File: src/hw/rtl/rhl_pkg.sv
// Package: shared widths, operation codes and register indexes for the ReLU layer block.
`default_nettype none

package rhl_pkg;

  localparam int unsigned DATA_W = 16;
  localparam int unsigned OUT_W  = 56;
  localparam int unsigned HID_W  = 31;
  localparam int unsigned TERM_W = 48;
  localparam int unsigned CFG_IW = 2;

  localparam logic OP_LOAD = 1'b0;
  localparam logic OP_RUN  = 1'b1;

  localparam logic [CFG_IW-1:0] REG_NODES      = 2'd0;
  localparam logic [CFG_IW-1:0] REG_OUT_WEIGHT = 2'd1;
  localparam logic [CFG_IW-1:0] REG_OUT_BIAS   = 2'd2;

endpackage

`default_nettype wire

File: src/hw/rtl/rhl_ram.sv
// Generic single-write, single-read RAM with registered read data.
`default_nettype none

module rhl_ram #(
  parameter int unsigned WIDTH = 32,
  parameter int unsigned DEPTH = 64,
  localparam int unsigned AW   = (DEPTH > 1) ? $clog2(DEPTH) : 1
) (
  input  wire logic                 clk_i,
  input  wire logic                 we_i,
  input  wire logic [AW-1:0]        waddr_i,
  input  wire logic [WIDTH-1:0]     wdata_i,
  input  wire logic                 re_i,
  input  wire logic [AW-1:0]        raddr_i,
  output logic      [WIDTH-1:0]     rdata_o
);

  logic [WIDTH-1:0] mem_q [DEPTH];

  always_ff @(posedge clk_i) begin
    if (we_i) begin
      mem_q[waddr_i] <= wdata_i;
    end
    if (re_i) begin
      rdata_o <= mem_q[raddr_i];
    end
  end

endmodule

`default_nettype wire

File: src/hw/rtl/rhl_mac.sv
// Two-stage multiply datapath with ReLU and saturating accumulator.
`default_nettype none

module rhl_mac
  import rhl_pkg::*;
(
  input  wire logic                     clk_i,
  input  wire logic                     rst_ni,
  input  wire logic                     clear_i,
  input  wire logic                     valid_i,
  input  wire logic signed [DATA_W-1:0] weight_i,
  input  wire logic signed [DATA_W-1:0] bias_i,
  input  wire logic signed [DATA_W-1:0] sample_i,
  input  wire logic signed [DATA_W-1:0] out_weight_i,
  input  wire logic signed [DATA_W-1:0] out_bias_i,
  output logic                          busy_o,
  output logic             [OUT_W-1:0]  sum_o
);

  logic signed [2*DATA_W-1:0]   prod1;
  logic signed [2*DATA_W:0]     pre1;
  logic        [HID_W-1:0]      hid_d, hid_q;
  logic                         hid_vld_q;
  logic signed [TERM_W-1:0]     prod2;
  logic signed [TERM_W:0]       pre2;
  logic        [TERM_W-1:0]     term_d, term_q;
  logic                         term_vld_q;
  logic        [OUT_W:0]        acc;
  logic        [OUT_W-1:0]      sum_q;

  assign prod1 = weight_i * sample_i;
  assign pre1  = (2*DATA_W+1)'(prod1) + (2*DATA_W+1)'(bias_i);
  assign hid_d = pre1[2*DATA_W] ? '0 : pre1[HID_W-1:0];

  assign prod2  = TERM_W'($signed({1'b0, hid_q})) * TERM_W'(out_weight_i);
  assign pre2   = (TERM_W+1)'(prod2) + (TERM_W+1)'(out_bias_i);
  assign term_d = pre2[TERM_W] ? '0 : pre2[TERM_W-1:0];

  assign acc = {1'b0, sum_q} + (OUT_W+1)'(term_q);

  always_ff @(posedge clk_i or negedge rst_ni) begin
    if (!rst_ni) begin
      hid_vld_q  <= 1'b0;
      term_vld_q <= 1'b0;
      sum_q      <= '0;
    end else begin
      hid_vld_q  <= valid_i;
      term_vld_q <= hid_vld_q;
      if (clear_i) begin
        sum_q <= '0;
      end else if (term_vld_q) begin
        sum_q <= acc[OUT_W] ? {OUT_W{1'b1}} : acc[OUT_W-1:0];
      end
    end
  end

  always_ff @(posedge clk_i) begin
    hid_q  <= hid_d;
    term_q <= term_d;
  end

  assign busy_o = hid_vld_q | term_vld_q;
  assign sum_o  = sum_q;

endmodule

`default_nettype wire

File: src/hw/rtl/relu_hidden_layer_forward_pass.sv
// Top level: node table, run sequencer and config registers of the ReLU hidden layer.
//
//  channel   direction  handshake                 payload
//  command   in         start && !busy            operation_i, node_index_i, node_weight_i,
//                                                 node_bias_i, sample_i
//  result    out        done_o (one-cycle strobe) network_output_o
//  config    in         cfg_we_i                  cfg_index_i, cfg_wdata_i
//
//  A load writes its table entry when accepted; busy stays low.
//  A run reads the table once for each node in use (count = nodes in use, capped at
//  MAX_NODES), one table read per cycle, then the two multiply stages drain before the
//  result strobe.
//  busy is high from the cycle after a run is accepted until the result strobe.
//  Reset clears config registers and control; the node table is not cleared.
//  The receiver cannot stall; each result is valid for the single done_o cycle.
`default_nettype none

module relu_hidden_layer_forward_pass
  import rhl_pkg::*;
#(
  parameter int unsigned MAX_NODES = 64
) (
  input  wire logic                     clk_i,
  input  wire logic                     rst_ni,
  input  wire logic                     start,
  output logic                          busy,
  input  wire logic                     operation_i,
  input  wire logic              [5:0]  node_index_i,
  input  wire logic signed [DATA_W-1:0] node_weight_i,
  input  wire logic signed [DATA_W-1:0] node_bias_i,
  input  wire logic signed [DATA_W-1:0] sample_i,
  output logic                          done_o,
  output logic             [OUT_W-1:0]  network_output_o,
  input  wire logic                     cfg_we_i,
  input  wire logic        [CFG_IW-1:0] cfg_index_i,
  input  wire logic        [DATA_W-1:0] cfg_wdata_i
);

  localparam int unsigned AW = (MAX_NODES > 1) ? $clog2(MAX_NODES) : 1;
  localparam int unsigned CW = $clog2(MAX_NODES + 1);
  localparam int unsigned NW = (CW > 7) ? CW : 7;
  localparam int unsigned IW = ((AW > 6) ? AW : 6) + 1;

  typedef enum logic {
    ST_IDLE,
    ST_RUN
  } state_e;

  state_e                     state_q;
  logic        [6:0]          nodes_q;
  logic signed [DATA_W-1:0]   out_weight_q;
  logic signed [DATA_W-1:0]   out_bias_q;
  logic signed [DATA_W-1:0]   sample_q;
  logic        [CW-1:0]       count_q;
  logic        [CW-1:0]       idx_q;
  logic                       rd_vld_q;
  logic                       done_q;
  logic        [OUT_W-1:0]    result_q;

  logic                       accept;
  logic                       load_we;
  logic        [IW-1:0]       load_idx;
  logic        [NW-1:0]       nodes_ext;
  logic        [NW-1:0]       count_sat;
  logic                       rd_en;
  logic        [2*DATA_W-1:0] rdata;
  logic                       mac_busy;
  logic        [OUT_W-1:0]    mac_sum;

  assign accept    = start && !busy;
  assign load_idx  = IW'(node_index_i);
  assign load_we   = accept && (operation_i == OP_LOAD) && (load_idx < IW'(MAX_NODES));
  assign nodes_ext = NW'(nodes_q);
  assign count_sat = (nodes_ext > NW'(MAX_NODES)) ? NW'(MAX_NODES) : nodes_ext;
  assign rd_en     = (state_q == ST_RUN) && (idx_q != count_q);

  rhl_ram #(
    .WIDTH (2 * DATA_W),
    .DEPTH (MAX_NODES)
  ) u_table (
    .clk_i   (clk_i),
    .we_i    (load_we),
    .waddr_i (load_idx[AW-1:0]),
    .wdata_i ({node_weight_i, node_bias_i}),
    .re_i    (rd_en),
    .raddr_i (idx_q[AW-1:0]),
    .rdata_o (rdata)
  );

  rhl_mac u_mac (
    .clk_i        (clk_i),
    .rst_ni       (rst_ni),
    .clear_i      (accept && (operation_i == OP_RUN)),
    .valid_i      (rd_vld_q),
    .weight_i     ($signed(rdata[2*DATA_W-1:DATA_W])),
    .bias_i       ($signed(rdata[DATA_W-1:0])),
    .sample_i     (sample_q),
    .out_weight_i (out_weight_q),
    .out_bias_i   (out_bias_q),
    .busy_o       (mac_busy),
    .sum_o        (mac_sum)
  );

  always_ff @(posedge clk_i or negedge rst_ni) begin
    if (!rst_ni) begin
      nodes_q      <= '0;
      out_weight_q <= '0;
      out_bias_q   <= '0;
    end else if (cfg_we_i) begin
      unique case (cfg_index_i)
        REG_NODES:      nodes_q      <= cfg_wdata_i[6:0];
        REG_OUT_WEIGHT: out_weight_q <= $signed(cfg_wdata_i);
        REG_OUT_BIAS:   out_bias_q   <= $signed(cfg_wdata_i);
        default: ;
      endcase
    end
  end

  always_ff @(posedge clk_i or negedge rst_ni) begin
    if (!rst_ni) begin
      state_q  <= ST_IDLE;
      count_q  <= '0;
      idx_q    <= '0;
      rd_vld_q <= 1'b0;
      done_q   <= 1'b0;
      result_q <= '0;
    end else begin
      rd_vld_q <= rd_en;
      done_q   <= 1'b0;
      unique case (state_q)
        ST_IDLE: begin
          if (accept && (operation_i == OP_RUN)) begin
            state_q <= ST_RUN;
            count_q <= count_sat[CW-1:0];
            idx_q   <= '0;
          end
        end
        ST_RUN: begin
          if (rd_en) begin
            idx_q <= idx_q + CW'(1);
          end else if (!rd_vld_q && !mac_busy) begin
            done_q   <= 1'b1;
            result_q <= mac_sum;
            state_q  <= ST_IDLE;
          end
        end
        default: state_q <= ST_IDLE;
      endcase
    end
  end

  always_ff @(posedge clk_i) begin
    if (accept && (operation_i == OP_RUN)) begin
      sample_q <= sample_i;
    end
  end

  assign busy             = (state_q != ST_IDLE);
  assign done_o           = done_q;
  assign network_output_o = result_q;

  a_done_idle: assert property (@(posedge clk_i) disable iff (!rst_ni)
    done_o |-> !busy)
    else $error("result strobe while a run is still active");

  a_run_busy: assert property (@(posedge clk_i) disable iff (!rst_ni)
    (accept && (operation_i == OP_RUN)) |=> busy)
    else $error("accepted run did not start");

  a_load_free: assert property (@(posedge clk_i) disable iff (!rst_ni)
    (accept && (operation_i == OP_LOAD)) |=> (!busy && !done_o))
    else $error("load transaction caused activity");

  a_single_done: assert property (@(posedge clk_i) disable iff (!rst_ni)
    done_o |=> !done_o)
    else $error("result strobe repeated");

  a_read_in_range: assert property (@(posedge clk_i) disable iff (!rst_ni)
    rd_en |-> (idx_q < count_q))
    else $error("table read past node count");

endmodule

`default_nettype wire
File: config.mk
export PLATFORM = sky130hd
export DESIGN_NAME = relu_hidden_layer_forward_pass
export DESIGN_NICKNAME = d
export VERILOG_FILES = /design/src/hw/rtl/rhl_pkg.sv /design/src/hw/rtl/rhl_ram.sv /design/src/hw/rtl/rhl_mac.sv /design/src/hw/rtl/relu_hidden_layer_forward_pass.sv
export SDC_FILE = /design/constraint.sdc
export NUM_CORES = 2
export LEC_CHECK = 0
export BUFFER_PORTS_ARGS = -buffer_cell sky130_fd_sc_hd__buf_2
export CORE_MARGIN = 5
export CORE_UTILIZATION = 30
export DETAILED_ROUTE_END_ITERATION = 8
export GPL_ROUTABILITY_DRIVEN = 0
export PLACE_DENSITY = 0.45
export SKIP_CTS_REPAIR_TIMING = 1
export SLEW_MARGIN = 5
export SYNTH_ARGS = -nofsm -noshare
export SYNTH_HDL_FRONTEND = slang
export SYNTH_SLANG_ARGS = --single-unit
File: constraint.sdc
create_clock -name clk_i -period 12.5 [get_ports clk_i]
set_input_delay 0.625 -clock clk_i [delete_from_list [all_inputs] [get_ports clk_i]]
set_output_delay 0.625 -clock clk_i [all_outputs]
set_load 0.005 [all_outputs]
== After elaboration in Yosys (flattened, before gate mapping) ==
Memory sizes are Yosys's and may differ from the RTL's. A register that Yosys moved wholly into a read port is not among the register bits.
Index checks and enable logic that the tools add are counted.
Operators by class
  $add $sub $neg: 4
  multiply operators: 2
  div/mod/pow operators: 0
  magnitude comparators: 2
  eq/ne operators: 5
  shift operators: 0
  muxes and demuxes: 16
  bitwise gates (word level): 4
  reduce and logical (&&, ||, !) cells: 17
Operator list (number)
  56-bit two-way mux: 3
  56-bit by 48-bit adder with 57-bit output: 1
  48-bit by 16-bit adder with 49-bit output: 1
  32-bit by 16-bit multiplier with 48-bit output: 1
  32-bit by 16-bit adder with 33-bit output: 1
  16-bit by 16-bit multiplier with 32-bit output: 1
  7-bit two-way mux: 3
  7-bit one-hot mux with 2 select lines: 1
  2-bit AND reduction: 5
  1-bit two-way mux: 8
  7-bit by 1-bit adder with 7-bit output (second input constant): 1
  7-bit greater-than comparator (second input constant): 1
  6-bit by 7-bit less-than comparator with 1-bit output (second input constant): 1
  7-bit != test: 1
  1-bit logical AND: 6
  2-bit by 1-bit != test with 1-bit output (second input constant): 2
  1-bit zero test: 3
  1-bit NOT: 3
  3-bit AND reduction: 1
  2-bit by 1-bit == test with 1-bit output (second input constant): 1
  2-bit == test (second input constant): 1
  2-bit zero test: 1
  1-bit one-hot mux with 2 select lines: 1
  2-bit nonzero test: 1
  1-bit bitwise OR: 1
Word-level totals
  register bits after elaboration: 265
  latch bits: 0
  bits in writable memories: 2048
  ROM bits: 0
  input bits: 77
  output and inout bits: 58
  word-level logic and storage cells: 66
  memories kept: 1
Memory list
  u_table.mem_q: words 64, bits a word 32, rd ports 1, clocked after memory_dff 1, write ports 1, RTL line rhl_ram.sv:18  | logic [WIDTH-1:0] mem_q [DEPTH];

== Longest topological paths before layout ==
  depth after elaboration: 6
  mapped depth: 28
  depth with buffers taken out: 25

== Cells and area by module ==
From an unflattened synthesis, not the netlist that was laid out.
Second synthesis, totals
  cells, all modules: 7584
  area total of the unflattened synthesis: 119000.4 sq um
By module, submodules not included
  rhl_ram: instances 1, cells an instance 3324, area an instance 78835.6 sq um, sequential area each 62459.9 sq um
  rhl_mac: instances 1, cells an instance 3945, area an instance 35016.1 sq um, sequential area each 3032.9 sq um
  relu_hidden_layer_forward_pass: instances 1, cells an instance 315, area an instance 5148.7 sq um, sequential area each 3283.1 sq um

== Worst setup path after synthesis ==
Ideal clock, no wire load.
  path kind: register to register
  from: register u_table.rdata_o[30], read port of u_table.mem_q
  to: register u_mac.hid_q[6]
  library setup time: 121 ps
  arrival time: 6345 ps
  required time: 12379 ps
  path slack: 6035 ps
  cell stages (with the launch flop): 26
  buffers on the path: 2
  period minus slack after synthesis: 6465 ps
  cell sequence: edfxtp_1 clkbuf_1 nand2_1 fa_1 inv_1 fa_1 inv_1 fa_1 inv_1 fa_1 inv_1 fa_1 inv_1 fa_1 ha_1 a21o_1 a21o_1 a21o_1 o2bb2ai_1 a31oi_2 o311ai_2 a2111oi_2 nor3_2 xnor2_1 buf_2 nor3_1
Between the ends
  longest elaborated chain between the ends: 2
Ends and longest elaborated chain
  from (decl): RTL line rhl_ram.sv:15  | output logic [WIDTH-1:0] rdata_o
  16-bit by 16-bit multiplier with 32-bit output: RTL line rhl_mac.sv:31  | assign prod1 = weight_i * sample_i;
  32-bit by 16-bit adder with 33-bit output: RTL line rhl_mac.sv:32  | assign pre1 = (2*DATA_W+1)'(prod1) + (2*DATA_W+1)'(bias_i);
  to (signal assigned): RTL line rhl_mac.sv:58  | hid_q <= hid_d;
  to (decl): RTL line rhl_mac.sv:22  | logic [HID_W-1:0] hid_d, hid_q;
Every way passes these cells.
A chain may end at the register's enable or synchronous reset.

== Worst setup path in the final report ==
  from: register out_weight_q[15]
  to: register u_mac.term_q[18]
Between the ends
  longest elaborated chain between the ends: 2
Ends and longest elaborated chain
  from (decl): RTL line relu_hidden_layer_forward_pass.sv:51  | logic signed [DATA_W-1:0] out_weight_q;
  from (signal assigned): RTL line relu_hidden_layer_forward_pass.sv:112  | REG_OUT_WEIGHT: out_weight_q <= $signed(cfg_wdata_i);
  32-bit by 16-bit multiplier with 48-bit output: RTL line rhl_mac.sv:35  | assign prod2 = TERM_W'($signed({1'b0, hid_q})) * TERM_W'(out_weight_i);
  48-bit by 16-bit adder with 49-bit output: RTL line rhl_mac.sv:36  | assign pre2 = (TERM_W+1)'(prod2) + (TERM_W+1)'(out_bias_i);
  to (signal assigned): RTL line rhl_mac.sv:59  | term_q <= term_d;
  to (decl): RTL line rhl_mac.sv:26  | logic [TERM_W-1:0] term_d, term_q;
Every way passes these cells.

==> out/results.txt <==
Max incr delay on CP - 0.69 ns
Clock skew - 0.0683 ns
Pins over their slew limit - 0
Core Area - 393,000 um2
Simple-Gate Fraction of Synth Area - 0.0557
Crit-path cells - inv_1 -> buf_4 -> nor2_1 -> fa_1 -> fa_1 -> fa_1 -> fa_1 -> fa_1 -> inv_1 -> fa_1 -> inv_1 -> ha_1 -> nand3_1 -> nor3_1 -> nand2_1 -> a21oi_1 -> o211ai_1 -> o21ai_1 -> a31oi_1 -> o21ai_1 -> xnor2_2 -> buf_4 -> nor2_1
Vias - 63,301
Reg2reg path depth - 23
Setup TNS - 0 ns
Worst Path Buf+Inv - 5
Clock Tree Root - clkbuf_16
Total gr overflow - 0
Crit path depth - 23
First-pass GRT wire length - 482,000 um
Worst EP arrival - 8.48 ns
Layout Nets - 8,664
Post-layout min period - 7.75 ns
Crit path max fanout - 48
CP dominant cell by count - fa_1
Via/cell ratio - 4.87
Slew margin rel. - 0.179
Largest net degree at the start of global routing - 119
Ys Warns - 0
Final Setup Violations - 0
DP HPWL - 205,000 um
Fin cells - 12,998
Clock Latency Late Sink - 0.91 ns
Starting Density - 0.301
Reg2reg setup slack - 4.75 ns
Row Count - 230
FF-to-FF Start - out_weight_q[15]
Final wirelength - 329,000 um
Drt first pass iters - 5
RSZ-0062 raised after global routing - no
Proportion of synthesized area in mux cells - 0.132
Die X - 638 um
Mapped Nets - 8,445
Tightest Pin Transition - 1.22 ns
Global-route usage over all layers - 0.160
Main synth FF type - edfxtp_1
H-tree levels - 5
DRC viols - 0
Post-synth ARST share - 0.0725
Initial DRC count - 4,879
Status - finished, final reports clean
Hold Path Class - in2reg
Number of global-route vias before repair - 68,523
Full die area - 407,000 um2
Seq/Total Area, Yosys - 0.581
Post-synthesis adder-cell area fraction - 0.155
CP endpoint - u_mac.term_q[18]
CTS Buf Count - 275
Clk sink count - 2,345
Crit path max-delay family - adder cells
CTS tree - done
Gate Count Post-Synth - 7,345
Fmax - 0.129 GHz
Synth unique cells - 86
Crit path kind - reg2reg
Cell area after synthesis - 118,000 um2
Boundary Pins - 135
Critical path capture point type - register
Mean post-synth cell area - 16.1 um2
Worst Setup SP - out_weight_q[15]
Period utilisation layout - 0.620
Worst EP required - 13.22 ns
Final Hold Fails - 0
XOR/XNOR share of the synthesized area - 0.00903
P&R area growth vs syn - 13.8%
Buffers added on ports - 134
Startpoint types - register
Placed cells - 12,483
Pre-CTS setup slack - 4.77 ns
EDFF count, synth - 2,096
Slowest CP cell - dfrtp_1
Reg clk slew, reported paths - 0.06 ns
Die Y - 638 um
Routed Antenna Nets - 0
Deepest clock path buffer count - 4
Antenna violations before repair - 42
Largest family of logic cells by synthesized area - adder cells
Worst r2r dst - u_mac.term_q[18]
Synth Area in Compound Gates - 0.0288
Number of synthesized register bits - 2,345
Wirelength per Cell - 25.3 um
Fraction of layout cells with a size suffix above 1 - 0.189
Setup WS post-layout - 4.75 ns
# Max-Cap Violations - 0
-- how the worst min path moves through the flow --
| stage | start | depth (start not counted) | endpoint |
|---|---|---|---|
| after floorplan | rst_ni | 0 | busy |
| after global placement | u_mac.hid_vld_q | 0 | u_mac.term_vld_q |
| after detailed placement | u_mac.hid_vld_q | 0 | u_mac.term_vld_q |
| after CTS | rst_ni | 1 | network_output_o[29] |
| after global routing | cfg_wdata_i[7] | 2 | out_weight_q[7] |
| final | cfg_wdata_i[7] | 2 | out_bias_q[7] |
-- area by class of cell --
class	instances	area, um2
fillers	37656	258000
flip-flops and latches	2345	68800
multi-input cells	3795	45500
clock buffers	347	7380
well taps	5220	6530
inverters	859	3220
repair buffers	288	1980
clock inverters	134	1240
diodes	10	25.0
-- flip-flops by register name (all words and copies together), names as in the netlist, 16 cells and up --
signal,cells
u_table.mem_q,2048
u_mac.sum_o,56
out_bias_q,16
u_mac.hid_q,31
out_weight_q,16
network_output_o,56
sample_q,16
u_table.rdata_o,32
u_mac.term_q,48
-- through the flow --
stage / utilization / area [um2] / hold WS [ns]
2_1_floorplan: - / 118000 / 0.329
3_3_place_gp: 0.320 / 126000 / 0.357
3_5_place_dp: 0.320 / 126000 / 0.361
4_1_cts: 0.342 / 134000 / -0.229
5_1_grt: 0.343 / 135000 / 0.00357
6_report: 0.343 / 135000 / 0.0542
-- per-layer routing --
metal | wire [um] | global-route usage | up-vias
met3 | 13800 | 0.0204 | 408
li1 | - | - | 27007
met4 | 6150 | 0.0324 | 12
met2 | 168000 | 0.281 | 1434
met5 | 86 | 0 | -
met1 | 141000 | 0.214 | 34440
-- synth_stat cells, drive strengths merged (39+ instances only) --
cell type	instances	area, um2
nand2	683	2560
mux2	39	439
a21oi	151	793
nor3	39	200
buf	64	317
clkbuf	282	1060
xnor2	61	534
and2	306	1920
o21ai	122	614
edfxtp	2096	62900
nor2	244	916
dfrtp	170	4250
mux4	672	15100
a31oi	53	470
xor2	61	534
inv	858	3220
a21o	65	488
ha	284	3550
fa	739	14800
dfxtp	79	1580
-- cells by family (layout without fill, tap and decap cells) --
kind of cell,Yosys count,after routing
flip-flops,2345,2345
AND/OR/NAND/NOR,1426,1426
buffers and inverters,1205,1628
adder cells (fa/ha/maj),1023,1023
multiplexers,712,712
AO/OA/AOI/OAI,512,512
XOR/XNOR,122,122
other,0,10
-- cells in the final DEF, fill, tap and decap left out, types with 18 or more instances in the layout --
| master | count |
|---|---|
| xnor2_1 | 59 |
| clkinv_1 | 53 |
| buf_4 | 123 |
| clkbuf_16 | 284 |
| nand4_1 | 20 |
| edfxtp_1 | 2096 |
| and2_1 | 304 |
| nor2_4 | 64 |
| mux2_2 | 39 |
| mux4_2 | 672 |
| nor3_1 | 38 |
| ha_1 | 284 |
| clkinv_2 | 32 |
| dlygate4sd3_1 | 24 |
| dfrtp_1 | 163 |
| a21o_1 | 65 |
| nand3_1 | 26 |
| o21ai_0 | 115 |
| a211oi_1 | 18 |
| xor2_1 | 61 |
| inv_1 | 857 |
| nor2_1 | 180 |
| dfxtp_1 | 79 |
| nand2_1 | 682 |
| a31oi_1 | 42 |
| nor2b_1 | 21 |
| a21oi_1 | 141 |
| nand2b_1 | 32 |
| clkbuf_1 | 59 |
| fa_1 | 739 |
| buf_2 | 133 |
Power is not shown: default switching activity piles up to over one toggle a cycle in this logic, so the estimate is an artifact.
